### src/hdl/assert_macros.svh
// Assertion macros shared by the transmitter modules.
// Needs nothing else; included by files that carry concurrent checks.
`ifndef ASSERT_MACROS_SVH
`define ASSERT_MACROS_SVH

// Property must hold on every clock edge outside reset.
`define ASSERT_PROP(label, clk, rstn, prop) \
  label: assert property (@(posedge clk) disable iff (!(rstn)) (prop)) \
    else $error("%m: assertion failed");

// Expression must never be true outside reset.
`define ASSERT_NEVER(label, clk, rstn, expr) \
  label: assert property (@(posedge clk) disable iff (!(rstn)) !(expr)) \
    else $error("%m: forbidden condition seen");

`endif

### src/hdl/irfm_pkg.sv
// Shared types, constants and helper functions for the IR follow-me transmitter.
// No dependencies; used by all irfm_* modules and the top level.
package irfm_pkg;

  localparam int FRAME_BYTES = 6;
  localparam int BASE_BYTES  = 6;
  localparam int BYTE_POS_W  = $clog2(FRAME_BYTES + 1);
  localparam int BYTE_IDX_W  = $clog2(FRAME_BYTES);

  localparam int CFG_IDX_W  = 3;
  localparam int CFG_DATA_W = 16;

  // register indexes
  localparam logic [CFG_IDX_W-1:0] REG_UNIT_TICKS     = 3'd0;
  localparam logic [CFG_IDX_W-1:0] REG_CARRIER_PERIOD = 3'd1;
  localparam logic [CFG_IDX_W-1:0] REG_CARRIER_HIGH   = 3'd2;
  localparam logic [CFG_IDX_W-1:0] REG_MODE_BYTE      = 3'd3;
  localparam logic [CFG_IDX_W-1:0] REG_SETPOINT_BYTE  = 3'd4;
  localparam logic [CFG_IDX_W-1:0] REG_TIMER_BYTE     = 3'd5;

  // reset values
  localparam logic [15:0] RST_UNIT_TICKS     = 16'd560;
  localparam logic [7:0]  RST_CARRIER_PERIOD = 8'd26;
  localparam logic [7:0]  RST_CARRIER_HIGH   = 8'd13;
  localparam logic [7:0]  RST_MODE_BYTE      = 8'h82;
  localparam logic [7:0]  RST_SETPOINT_BYTE  = 8'h48;
  localparam logic [7:0]  RST_TIMER_BYTE     = 8'h7F;

  localparam logic [7:0] HEADER_BYTE = 8'hA4;

  // segment phases
  localparam logic [2:0] PH_IDLE       = 3'd0;
  localparam logic [2:0] PH_HDR_MARK   = 3'd1;
  localparam logic [2:0] PH_HDR_SPACE  = 3'd2;
  localparam logic [2:0] PH_BIT_MARK   = 3'd3;
  localparam logic [2:0] PH_BIT_SPACE  = 3'd4;
  localparam logic [2:0] PH_FOOT_MARK  = 3'd5;
  localparam logic [2:0] PH_FOOT_SPACE = 3'd6;

  // segment lengths in protocol units
  localparam logic [3:0] UNITS_HDR        = 4'd8;
  localparam logic [3:0] UNITS_SHORT      = 4'd1;
  localparam logic [3:0] UNITS_ONE_SPACE  = 4'd3;
  localparam logic [3:0] UNITS_FOOT_SPACE = 4'd10;

  typedef logic [FRAME_BYTES-1:0][7:0] frame_t;

  typedef struct packed {
    logic [15:0] unit_ticks;
    logic [7:0]  carrier_period;
    logic [7:0]  carrier_high;
    logic [7:0]  mode_byte;
    logic [7:0]  setpoint_byte;
    logic [7:0]  timer_byte;
  } cfg_t;

  typedef struct packed {
    logic ir_out;
    logic mark_active;
    logic busy_res;
    logic request_taken;
  } res_t;

  function automatic logic [7:0] flip8(input logic [7:0] v);
    logic [7:0] r;
    for (int i = 0; i < 8; i++) begin
      r[i] = v[7-i];
    end
    return r;
  endfunction

endpackage

### src/hdl/irfm_cfg_regs.sv
// Configuration register file: timing, carrier and frame setting bytes.
// Depends on irfm_pkg.
module irfm_cfg_regs (
  input  logic                             clk_i,
  input  logic                             rst_ni,
  input  logic                             wr_en_i,
  input  logic [irfm_pkg::CFG_IDX_W-1:0]   wr_idx_i,
  input  logic [irfm_pkg::CFG_DATA_W-1:0]  wr_data_i,
  output irfm_pkg::cfg_t                   cfg_o
);

  irfm_pkg::cfg_t cfg_q;

  always_ff @(posedge clk_i or negedge rst_ni) begin
    if (!rst_ni) begin
      cfg_q.unit_ticks     <= irfm_pkg::RST_UNIT_TICKS;
      cfg_q.carrier_period <= irfm_pkg::RST_CARRIER_PERIOD;
      cfg_q.carrier_high   <= irfm_pkg::RST_CARRIER_HIGH;
      cfg_q.mode_byte      <= irfm_pkg::RST_MODE_BYTE;
      cfg_q.setpoint_byte  <= irfm_pkg::RST_SETPOINT_BYTE;
      cfg_q.timer_byte     <= irfm_pkg::RST_TIMER_BYTE;
    end else if (wr_en_i) begin
      unique case (wr_idx_i)
        irfm_pkg::REG_UNIT_TICKS:     cfg_q.unit_ticks     <= wr_data_i;
        irfm_pkg::REG_CARRIER_PERIOD: cfg_q.carrier_period <= wr_data_i[7:0];
        irfm_pkg::REG_CARRIER_HIGH:   cfg_q.carrier_high   <= wr_data_i[7:0];
        irfm_pkg::REG_MODE_BYTE:      cfg_q.mode_byte      <= wr_data_i[7:0];
        irfm_pkg::REG_SETPOINT_BYTE:  cfg_q.setpoint_byte  <= wr_data_i[7:0];
        irfm_pkg::REG_TIMER_BYTE:     cfg_q.timer_byte     <= wr_data_i[7:0];
        default: ;
      endcase
    end
  end

  assign cfg_o = cfg_q;

endmodule

### src/hdl/irfm_frame_build.sv
// Frame assembly: header, setting bytes, temperature+1 and checksum.
// Depends on irfm_pkg (flip8, frame_t, cfg_t).
module irfm_frame_build (
  input  irfm_pkg::cfg_t    cfg_i,
  input  logic [6:0]        temperature_i,
  output irfm_pkg::frame_t  frame_o
);

  logic [irfm_pkg::BASE_BYTES-1:0][7:0] base;
  logic [7:0] sum;

  always_comb begin
    base[0] = irfm_pkg::HEADER_BYTE;
    base[1] = cfg_i.mode_byte;
    base[2] = cfg_i.setpoint_byte;
    base[3] = cfg_i.timer_byte;
    base[4] = {1'b0, temperature_i} + 8'd1;
    // checksum over bit-reversed bytes, then reversed back
    sum = irfm_pkg::flip8(base[0]) + irfm_pkg::flip8(base[1]) +
          irfm_pkg::flip8(base[2]) + irfm_pkg::flip8(base[3]) +
          irfm_pkg::flip8(base[4]);
    base[5] = irfm_pkg::flip8(8'd0 - sum);
  end

  for (genvar g = 0; g < irfm_pkg::FRAME_BYTES; g++) begin : g_byte
    if (g < irfm_pkg::BASE_BYTES) begin : g_used
      assign frame_o[g] = base[g];
    end else begin : g_pad
      assign frame_o[g] = 8'd0;
    end
  end

endmodule

### src/hdl/irfm_tx_engine.sv
// Transmit sequencer: frame store, segment state, unit and carrier timers.
// Depends on irfm_pkg; result is registered downstream in irfm_out_buf.
`include "assert_macros.svh"
module irfm_tx_engine (
  input  logic              clk_i,
  input  logic              rst_ni,
  input  logic              fire_i,
  input  logic              kind_i,
  input  irfm_pkg::frame_t  frame_i,
  input  irfm_pkg::cfg_t    cfg_i,
  output irfm_pkg::res_t    res_o
);

  localparam int BPW = irfm_pkg::BYTE_POS_W;
  localparam int BIW = irfm_pkg::BYTE_IDX_W;

  irfm_pkg::frame_t frame_q;
  logic             frame_we;

  logic [2:0]     phase_q, phase_d;
  logic           inverted_q, inverted_d;
  logic [BPW-1:0] byte_pos_q, byte_pos_d;
  logic [2:0]     bit_pos_q, bit_pos_d;
  logic [3:0]     units_q, units_d;
  logic [15:0]    unit_cnt_q, unit_cnt_d;
  logic [7:0]     car_cnt_q, car_cnt_d;

  logic           is_mark;
  logic [7:0]     cur_byte;
  logic           cur_bit;
  logic [15:0]    unit_len;
  logic [16:0]    unit_sum;
  logic [8:0]     car_sum;
  logic [3:0]     units_dec;
  logic [BPW-1:0] byte_pos_inc;

  always_comb begin
    is_mark = (phase_q == irfm_pkg::PH_HDR_MARK) || (phase_q == irfm_pkg::PH_BIT_MARK) ||
              (phase_q == irfm_pkg::PH_FOOT_MARK);
    cur_byte = (byte_pos_q < BPW'(irfm_pkg::FRAME_BYTES)) ? frame_q[byte_pos_q[BIW-1:0]]
                                                           : 8'd0;
    cur_bit  = cur_byte[3'd7 - bit_pos_q] ^ inverted_q;
    unit_len = (cfg_i.unit_ticks == 16'd0) ? 16'd1 : cfg_i.unit_ticks;
    unit_sum = {1'b0, unit_cnt_q} + 17'd1;
    car_sum  = {1'b0, car_cnt_q} + 9'd1;
    units_dec = (units_q == 4'd0) ? 4'd0 : units_q - 4'd1;
    byte_pos_inc = byte_pos_q + BPW'(1);
  end

  always_comb begin
    phase_d    = phase_q;
    inverted_d = inverted_q;
    byte_pos_d = byte_pos_q;
    bit_pos_d  = bit_pos_q;
    units_d    = units_q;
    unit_cnt_d = unit_cnt_q;
    car_cnt_d  = car_cnt_q;
    frame_we   = 1'b0;
    res_o      = '0;

    if (kind_i) begin
      if (phase_q == irfm_pkg::PH_IDLE) begin
        frame_we   = fire_i;
        inverted_d = 1'b0;
        byte_pos_d = '0;
        bit_pos_d  = 3'd0;
        unit_cnt_d = 16'd0;
        car_cnt_d  = 8'd0;
        phase_d    = irfm_pkg::PH_HDR_MARK;
        units_d    = irfm_pkg::UNITS_HDR;
        res_o.request_taken = 1'b1;
      end
      res_o.busy_res = (phase_d != irfm_pkg::PH_IDLE);
    end else if (phase_q != irfm_pkg::PH_IDLE) begin
      res_o.busy_res    = 1'b1;
      res_o.mark_active = is_mark;
      res_o.ir_out      = is_mark && (car_cnt_q < cfg_i.carrier_high);
      car_cnt_d = (car_sum >= {1'b0, cfg_i.carrier_period}) ? 8'd0 : car_sum[7:0];
      if (unit_sum >= {1'b0, unit_len}) begin
        unit_cnt_d = 16'd0;
        units_d    = units_dec;
        if (units_dec == 4'd0) begin
          unique case (phase_q)
            irfm_pkg::PH_HDR_MARK: begin
              phase_d = irfm_pkg::PH_HDR_SPACE;
              units_d = irfm_pkg::UNITS_HDR;
            end
            irfm_pkg::PH_HDR_SPACE: begin
              phase_d = irfm_pkg::PH_BIT_MARK;
              units_d = irfm_pkg::UNITS_SHORT;
            end
            irfm_pkg::PH_BIT_MARK: begin
              phase_d = irfm_pkg::PH_BIT_SPACE;
              units_d = cur_bit ? irfm_pkg::UNITS_ONE_SPACE : irfm_pkg::UNITS_SHORT;
            end
            irfm_pkg::PH_BIT_SPACE: begin
              if (bit_pos_q == 3'd7) begin
                bit_pos_d  = 3'd0;
                byte_pos_d = byte_pos_inc;
              end else begin
                bit_pos_d = bit_pos_q + 3'd1;
              end
              phase_d = (byte_pos_d >= BPW'(irfm_pkg::FRAME_BYTES)) ? irfm_pkg::PH_FOOT_MARK
                                                                     : irfm_pkg::PH_BIT_MARK;
              units_d = irfm_pkg::UNITS_SHORT;
            end
            irfm_pkg::PH_FOOT_MARK: begin
              phase_d = irfm_pkg::PH_FOOT_SPACE;
              units_d = irfm_pkg::UNITS_FOOT_SPACE;
            end
            default: begin
              if (phase_q == irfm_pkg::PH_FOOT_SPACE && !inverted_q) begin
                // second pass, all bits inverted
                inverted_d = 1'b1;
                byte_pos_d = '0;
                bit_pos_d  = 3'd0;
                phase_d    = irfm_pkg::PH_HDR_MARK;
                units_d    = irfm_pkg::UNITS_HDR;
              end else begin
                phase_d    = irfm_pkg::PH_IDLE;
                inverted_d = 1'b0;
                byte_pos_d = '0;
                bit_pos_d  = 3'd0;
                units_d    = 4'd0;
                unit_cnt_d = 16'd0;
                car_cnt_d  = 8'd0;
              end
            end
          endcase
        end
      end else begin
        unit_cnt_d = unit_sum[15:0];
      end
    end
  end

  always_ff @(posedge clk_i or negedge rst_ni) begin
    if (!rst_ni) begin
      phase_q    <= irfm_pkg::PH_IDLE;
      inverted_q <= 1'b0;
      byte_pos_q <= '0;
      bit_pos_q  <= 3'd0;
      units_q    <= 4'd0;
      unit_cnt_q <= 16'd0;
      car_cnt_q  <= 8'd0;
    end else if (fire_i) begin
      phase_q    <= phase_d;
      inverted_q <= inverted_d;
      byte_pos_q <= byte_pos_d;
      bit_pos_q  <= bit_pos_d;
      units_q    <= units_d;
      unit_cnt_q <= unit_cnt_d;
      car_cnt_q  <= car_cnt_d;
    end
  end

  always_ff @(posedge clk_i) begin
    if (frame_we) begin
      frame_q <= frame_i;
    end
  end

  `ASSERT_PROP(a_start_hdr, clk_i, rst_ni,
    (fire_i && res_o.request_taken) |=>
      (phase_q == irfm_pkg::PH_HDR_MARK && units_q == irfm_pkg::UNITS_HDR))
  `ASSERT_PROP(a_idle_clean, clk_i, rst_ni,
    (phase_q == irfm_pkg::PH_IDLE) |-> (units_q == 4'd0 && !inverted_q && byte_pos_q == '0))
  `ASSERT_PROP(a_byte_pos_range, clk_i, rst_ni,
    byte_pos_q <= BPW'(irfm_pkg::FRAME_BYTES))

endmodule

### src/hdl/irfm_out_buf.sv
// Result register with a skid stage so input keeps flowing under output stall until the skid is full.
// Depends on irfm_pkg (res_t).
`include "assert_macros.svh"
module irfm_out_buf (
  input  logic            clk_i,
  input  logic            rst_ni,
  input  logic            push_i,
  input  irfm_pkg::res_t  res_i,
  output logic            full_o,
  output logic            out_valid_o,
  input  logic            out_stall_i,
  output irfm_pkg::res_t  res_o
);

  logic           out_valid_q;
  logic           skid_valid_q;
  irfm_pkg::res_t out_q;
  irfm_pkg::res_t skid_q;
  logic           out_free;

  assign out_free = !out_valid_q || !out_stall_i;

  always_ff @(posedge clk_i or negedge rst_ni) begin
    if (!rst_ni) begin
      out_valid_q  <= 1'b0;
      skid_valid_q <= 1'b0;
    end else if (out_free) begin
      if (skid_valid_q) begin
        out_valid_q  <= 1'b1;
        skid_valid_q <= 1'b0;
      end else begin
        out_valid_q <= push_i;
      end
    end else if (push_i) begin
      skid_valid_q <= 1'b1;
    end
  end

  always_ff @(posedge clk_i) begin
    if (out_free) begin
      out_q <= skid_valid_q ? skid_q : res_i;
    end else if (push_i) begin
      skid_q <= res_i;
    end
  end

  assign full_o      = skid_valid_q;
  assign out_valid_o = out_valid_q;
  assign res_o       = out_q;

  `ASSERT_PROP(a_skid_behind_out, clk_i, rst_ni, skid_valid_q |-> out_valid_q)
  `ASSERT_NEVER(a_no_overrun, clk_i, rst_ni, push_i && skid_valid_q)

endmodule

### src/hdl/ir_follow_me_frame_transmitter.sv
// IR follow-me frame transmitter: one result per item, registered in irfm_out_buf.
// One item per clock unless stalled; result register plus a one-entry skid stage
// let input flow while a result waits, input stalls only when the skid is full.
// Reset clears sequencer state and loads configuration defaults; frame store is
// not reset and is loaded when a send request is taken.
module ir_follow_me_frame_transmitter (
  input  logic                             clk_i,
  input  logic                             rst_ni,
  input  logic                             in_valid_i,
  output logic                             in_stall_o,
  input  logic                             kind_i,
  input  logic [6:0]                       temperature_i,
  output logic                             out_valid_o,
  input  logic                             out_stall_i,
  output logic                             ir_out_o,
  output logic                             mark_active_o,
  output logic                             busy_res_o,
  output logic                             request_taken_o,
  input  logic                             cfg_valid_i,
  output logic                             cfg_ready_o,
  input  logic [irfm_pkg::CFG_IDX_W-1:0]   cfg_index_i,
  input  logic [irfm_pkg::CFG_DATA_W-1:0]  cfg_data_i
);

  irfm_pkg::cfg_t   cfg;
  irfm_pkg::frame_t frame;
  irfm_pkg::res_t   res;
  irfm_pkg::res_t   res_out;
  logic             full;
  logic             fire;

  assign cfg_ready_o = 1'b1;
  assign in_stall_o  = full;
  assign fire        = in_valid_i && !full;

  irfm_cfg_regs u_cfg (
    .clk_i     (clk_i),
    .rst_ni    (rst_ni),
    .wr_en_i   (cfg_valid_i && cfg_ready_o),
    .wr_idx_i  (cfg_index_i),
    .wr_data_i (cfg_data_i),
    .cfg_o     (cfg)
  );

  irfm_frame_build u_build (
    .cfg_i         (cfg),
    .temperature_i (temperature_i),
    .frame_o       (frame)
  );

  irfm_tx_engine u_engine (
    .clk_i   (clk_i),
    .rst_ni  (rst_ni),
    .fire_i  (fire),
    .kind_i  (kind_i),
    .frame_i (frame),
    .cfg_i   (cfg),
    .res_o   (res)
  );

  irfm_out_buf u_obuf (
    .clk_i       (clk_i),
    .rst_ni      (rst_ni),
    .push_i      (fire),
    .res_i       (res),
    .full_o      (full),
    .out_valid_o (out_valid_o),
    .out_stall_i (out_stall_i),
    .res_o       (res_out)
  );

  assign ir_out_o        = res_out.ir_out;
  assign mark_active_o   = res_out.mark_active;
  assign busy_res_o      = res_out.busy_res;
  assign request_taken_o = res_out.request_taken;

endmodule
### config.mk
export PLATFORM = sky130hd
export DESIGN_NAME = ir_follow_me_frame_transmitter
export DESIGN_NICKNAME = d
export VERILOG_FILES = /design/src/hdl/irfm_pkg.sv /design/src/hdl/irfm_cfg_regs.sv /design/src/hdl/irfm_frame_build.sv /design/src/hdl/irfm_tx_engine.sv /design/src/hdl/irfm_out_buf.sv /design/src/hdl/ir_follow_me_frame_transmitter.sv
export VERILOG_INCLUDE_DIRS = /design/src /design/src/hdl
export SDC_FILE = /design/constraint.sdc
export NUM_CORES = 1
export LEC_CHECK = 0
export ABC_AREA = 1
export BUFFER_PORTS_ARGS = -buffer_cell sky130_fd_sc_hd__buf_2
export CAP_MARGIN = 10
export CORE_AREA = 2 2 194 101
export DETAILED_ROUTE_END_ITERATION = 12
export DIE_AREA = 0 0 196 103
export GPL_TIMING_DRIVEN = 0
export HOLD_SLACK_MARGIN = 0.1
export PLACE_DENSITY = 0.76
export SETUP_SLACK_MARGIN = 0.3
export SLEW_MARGIN = 20
export SYNTH_ARGS = -nofsm -noshare
export SYNTH_HDL_FRONTEND = slang
export SYNTH_HIERARCHICAL = 1
export SYNTH_SLANG_ARGS = --single-unit
### constraint.sdc
create_clock -name clk_i -period 8.9 [get_ports clk_i]
set_clock_uncertainty 0.05 [all_clocks]
set_input_delay 0.445 -clock clk_i [delete_from_list [all_inputs] [get_ports clk_i]]
set_output_delay 0.445 -clock clk_i [all_outputs]
set_load 0.1 [all_outputs]
==> impl_metrics.yaml <==
outcome:
  status: "finished, final reports clean"
drt:
  drtPass1Iterations: 5
  drtAntennaViolNets: 0
  wl_per_cell_um: 15.3
  wl_um: 21500
  drc_errors: 0
  vias: 7331
  vias_per_cell: 5.20
  drt_iter0_markers: 886
placed_design:
  place_congestion: 0.909
  port_buffers: 37
  post_dp_cell_area_um2: 9700
  hpwl_um: 16100
  place_ws_ps: 5320
  dp.cells: 1376
timing:
  hold_violations: 0
  maxSlewHeadroom: 0.569
  worstMarginPinSlew_ps: 643
  period_needed_ps: 3750
  clock.fmax_ghz: 0.267
  finalSetupTns_ps: 0
  setup_violations: 0
  slew_violations: 0
  grt_setup_unrepaired: "false"
  hold_slack_ps: 203
  setup_ws_ps: 5150
  post-route-period-util: 0.422
clock_network:
  clk_pin_slew_ps: 70
  cts_htree_levels: 4
  cts_max_path_buffers: 2
  cts-root-buf: "clkbuf_16"
  insertion_delay_ps: 420
  cts_resized: 0
  cts_buffers: 17
  cts_tree: "built"
  post_cts_buffers: 0
  numClockSinks: 152
  holdBufCountCts: 1
synthesis:
  synthSimpleGateAreaFrac: 0.275
  synth_area_per_cell_um2: 8.43
  synthArstFlopShare: 0.632
  synth_edf_count: 56
  synth_cell_types: 47
  synth_xor_area_frac: 0.0212
  synth_fa_ha_area_frac: 0.103
  synth_compound_area_frac: 0.0480
  syn_area_um2: 9100
  synthMuxAreaShare: 0
  syn_inst: 1080
  yosysWarningCount: 6
  ys_ff_latch: 152
  synth_seq_area_share: 0.451
  synth_top_family_by_area: "simple AND/OR/NAND/NOR gates"
  synth_flop_cell: "dfrtp_1"
setup_path:
  rrSetupSlack_ps: 5150
  worstSetupStartpointType: "flop"
  cp.required_ps: 9190
  worstSetupPathType: "flop to flop"
  worstPathArrival_ps: 4040
  critical_path.max_fanout: 10
  r2r_cells: 23
  crit_start: "u_engine/unit_cnt_q[0]$_DFFE_PN0P_"
  r2r-end: "u_engine/unit_cnt_q[12]$_DFFE_PN0P_"
  endpoint_kind: "flop"
  r2r_start: "u_engine/unit_cnt_q[0]$_DFFE_PN0P_"
cells_and_area:
  postLayoutCoreUtil: 0.548
  nNetsFinal: 1248
  syn_to_final_growth_pct: 12.9
  fin_cells: 1409
  final_area_um2: 10300
  diodes: 0
  drive_above_1_share: 0.154
worst_hold_path:
  hold_class: "input port to flop"
  min_from: "cfg_data_i[8]"
  hold_depth: 3
  min_to: "u_cfg/cfg_o[48]$_DFFE_PN0P_"
grt:
  grt_first_pass_wirelength_um: 34800
  gr-total-overflow: 0
  grt_max_degree: 80
  antenna_found_initial: 0
  grt_usage: 0.224
  grt_pass1_vias: 6603
power_and_ir_drop:
  p_per_area_nw_per_um2: 270
  finalPower_mw: 2.77
  leakage_nw: 5.28
  ir_drop_v: 0.000148
floorplanning:
  ios: 39
  placementRows: 36
  core_um2: 18700
  fp.dieW_um: 196
  dieArea_um2: 20200
  start_util: 0.486
  fp.dieH_um: 103
job:
  cap_viol_max_count: 0
power breakdown:
part,switching [mW],internal [mW],leakage [nW],total (mW)
registers,0.107,0.913,1.73,1.02
logic,0.668,0.385,3.27,1.05
clock network,0.310,0.392,0.282,0.702
total,1.08,1.69,5.28,2.77
metal layers:
metal	vias up	track usage	routed length, um
met5	-	0	0
met4	0	0.0490	146
met3	15	0.0556	1880
met2	275	0.291	8210
met1	3446	0.365	11300
li1	3595	-	-
critical path, stage by stage (launching register included):
cell and delay [ps]:
dfrtp_1 470, ha_1 230, nand2_1 80, nor2_2 140
nand2_2 100, nor3_4 190, nand2_1 90, o21ai_0 330
inv_1 100, ha_1 320, nand2_1 80, inv_1 40
nand3_1 80, a21oi_1 50, nor2_1 100, nand2_1 60
nand2_1 60, nand2_1 100, nand2_1 140, nand3_4 160
nor2_4 200, nand2_1 140, buf_4 200, o22ai_1 130
flip-flops by register name, summed over array words and instances (netlist names), 3 cells and up:
name                 cells
u_engine/unit_cnt_q     16
u_cfg/cfg_o             56
u_obuf/res_o             4
u_engine/byte_pos_q      3
u_engine/phase_q         3
u_engine/frame_q        48
u_engine/units_q         4
u_engine/bit_pos_q       3
u_obuf/skid_q            4
u_engine/car_cnt_q       8
cell usage in the layout, fill, tap and decap left out, types with 4 or more instances in the layout:
cell       instances
a21oi_1           20
dfstp_2           20
buf_4             38
buf_2             49
clkinv_1           4
inv_1            147
fa_1              13
nor3_1             5
clkbuf_1           6
o21ai_0           17
edfxtp_1          56
o22ai_1           13
nand2_4            4
nor2_1            41
nand3_1          104
dfrtp_1           76
o21ai_1            4
inv_6              6
inv_2              4
xor2_1            19
nand4_2            4
o21ai_2            4
conb_1             9
clkbuf_16         17
nor2_2             8
ha_1              54
nor4_1             6
nand2_2            4
nand2_1          344
nand4_1           22
Yosys cell counts (2+ instances only):
| cell type | instances | share of area |
|---|---|---|
| a21boi_0 | 2 | 0.0016 |
| a21o_1 | 3 | 0.0025 |
| a21oi_1 | 20 | 0.011 |
| a31oi_1 | 3 | 0.0021 |
| buf_2 | 13 | 0.0071 |
| buf_4 | 34 | 0.028 |
| clkbuf_1 | 6 | 0.0025 |
| clkinv_1 | 2 | 0.00082 |
| conb_1 | 3 | 0.0012 |
| dfrtp_1 | 76 | 0.21 |
| dfstp_2 | 20 | 0.058 |
| edfxtp_1 | 56 | 0.18 |
| fa_1 | 13 | 0.029 |
| ha_1 | 54 | 0.074 |
| inv_1 | 147 | 0.061 |
| inv_2 | 4 | 0.0016 |
| nand2_1 | 344 | 0.14 |
| nand2_2 | 4 | 0.0027 |
| nand2_4 | 4 | 0.0049 |
| nand3_1 | 104 | 0.057 |
| nand3_4 | 2 | 0.0038 |
| nand4_1 | 22 | 0.015 |
| nand4_2 | 4 | 0.0055 |
| nor2_1 | 41 | 0.017 |
| nor2_2 | 8 | 0.0055 |
| nor2_4 | 3 | 0.0037 |
| nor3_1 | 6 | 0.0033 |
| nor3_2 | 2 | 0.0022 |
| nor3b_1 | 2 | 0.0016 |
| nor4_1 | 6 | 0.0041 |
| o21a_1 | 2 | 0.0016 |
| o21ai_0 | 17 | 0.0093 |
| o21ai_1 | 4 | 0.0022 |
| o21ai_2 | 4 | 0.0038 |
| o22ai_1 | 13 | 0.0089 |
| xnor2_1 | 3 | 0.0029 |
| xor2_1 | 19 | 0.018 |
worst max-delay path by stage:
| stage | end | slack, ps | depth (start not counted) |
|---|---|---|---|
| 4_1_cts | u_engine/unit_cnt_q[12]$_DFFE_PN0P_ | 5250 | 21 |
| 3_3_place_gp | u_engine/frame_q[32]$_DFFE_PP_ | 2500 | 4 |
| 2_1_floorplan | u_engine/frame_q[0]$_DFFE_PP_ | 3840 | 3 |
| 6_report | u_engine/unit_cnt_q[12]$_DFFE_PN0P_ | 5150 | 23 |
| 5_1_grt | u_engine/unit_cnt_q[11]$_DFFE_PN0P_ | 4830 | 21 |
| 3_5_place_dp | u_engine/unit_cnt_q[12]$_DFFE_PN0P_ | 5320 | 21 |
final cells by class:
class	count	area, um^2
fill	1696	8460
sequential	152	4110
multi-input combinational	728	4110
inverter	153	574
clock buffer	17	425
buffer	53	343
tap	247	309
timing repair buffer	44	270
clock inverter	15	140
logic make-up after synthesis:
logic type,Yosys count
DFF,152
other,3
adders and majority gates,67
AOI/OAI and AO/OA,73
xor gates and xnor gates,22
buffers and inverters,206
and+or+nand+nor,557
(Power assumes the default switching activity.)
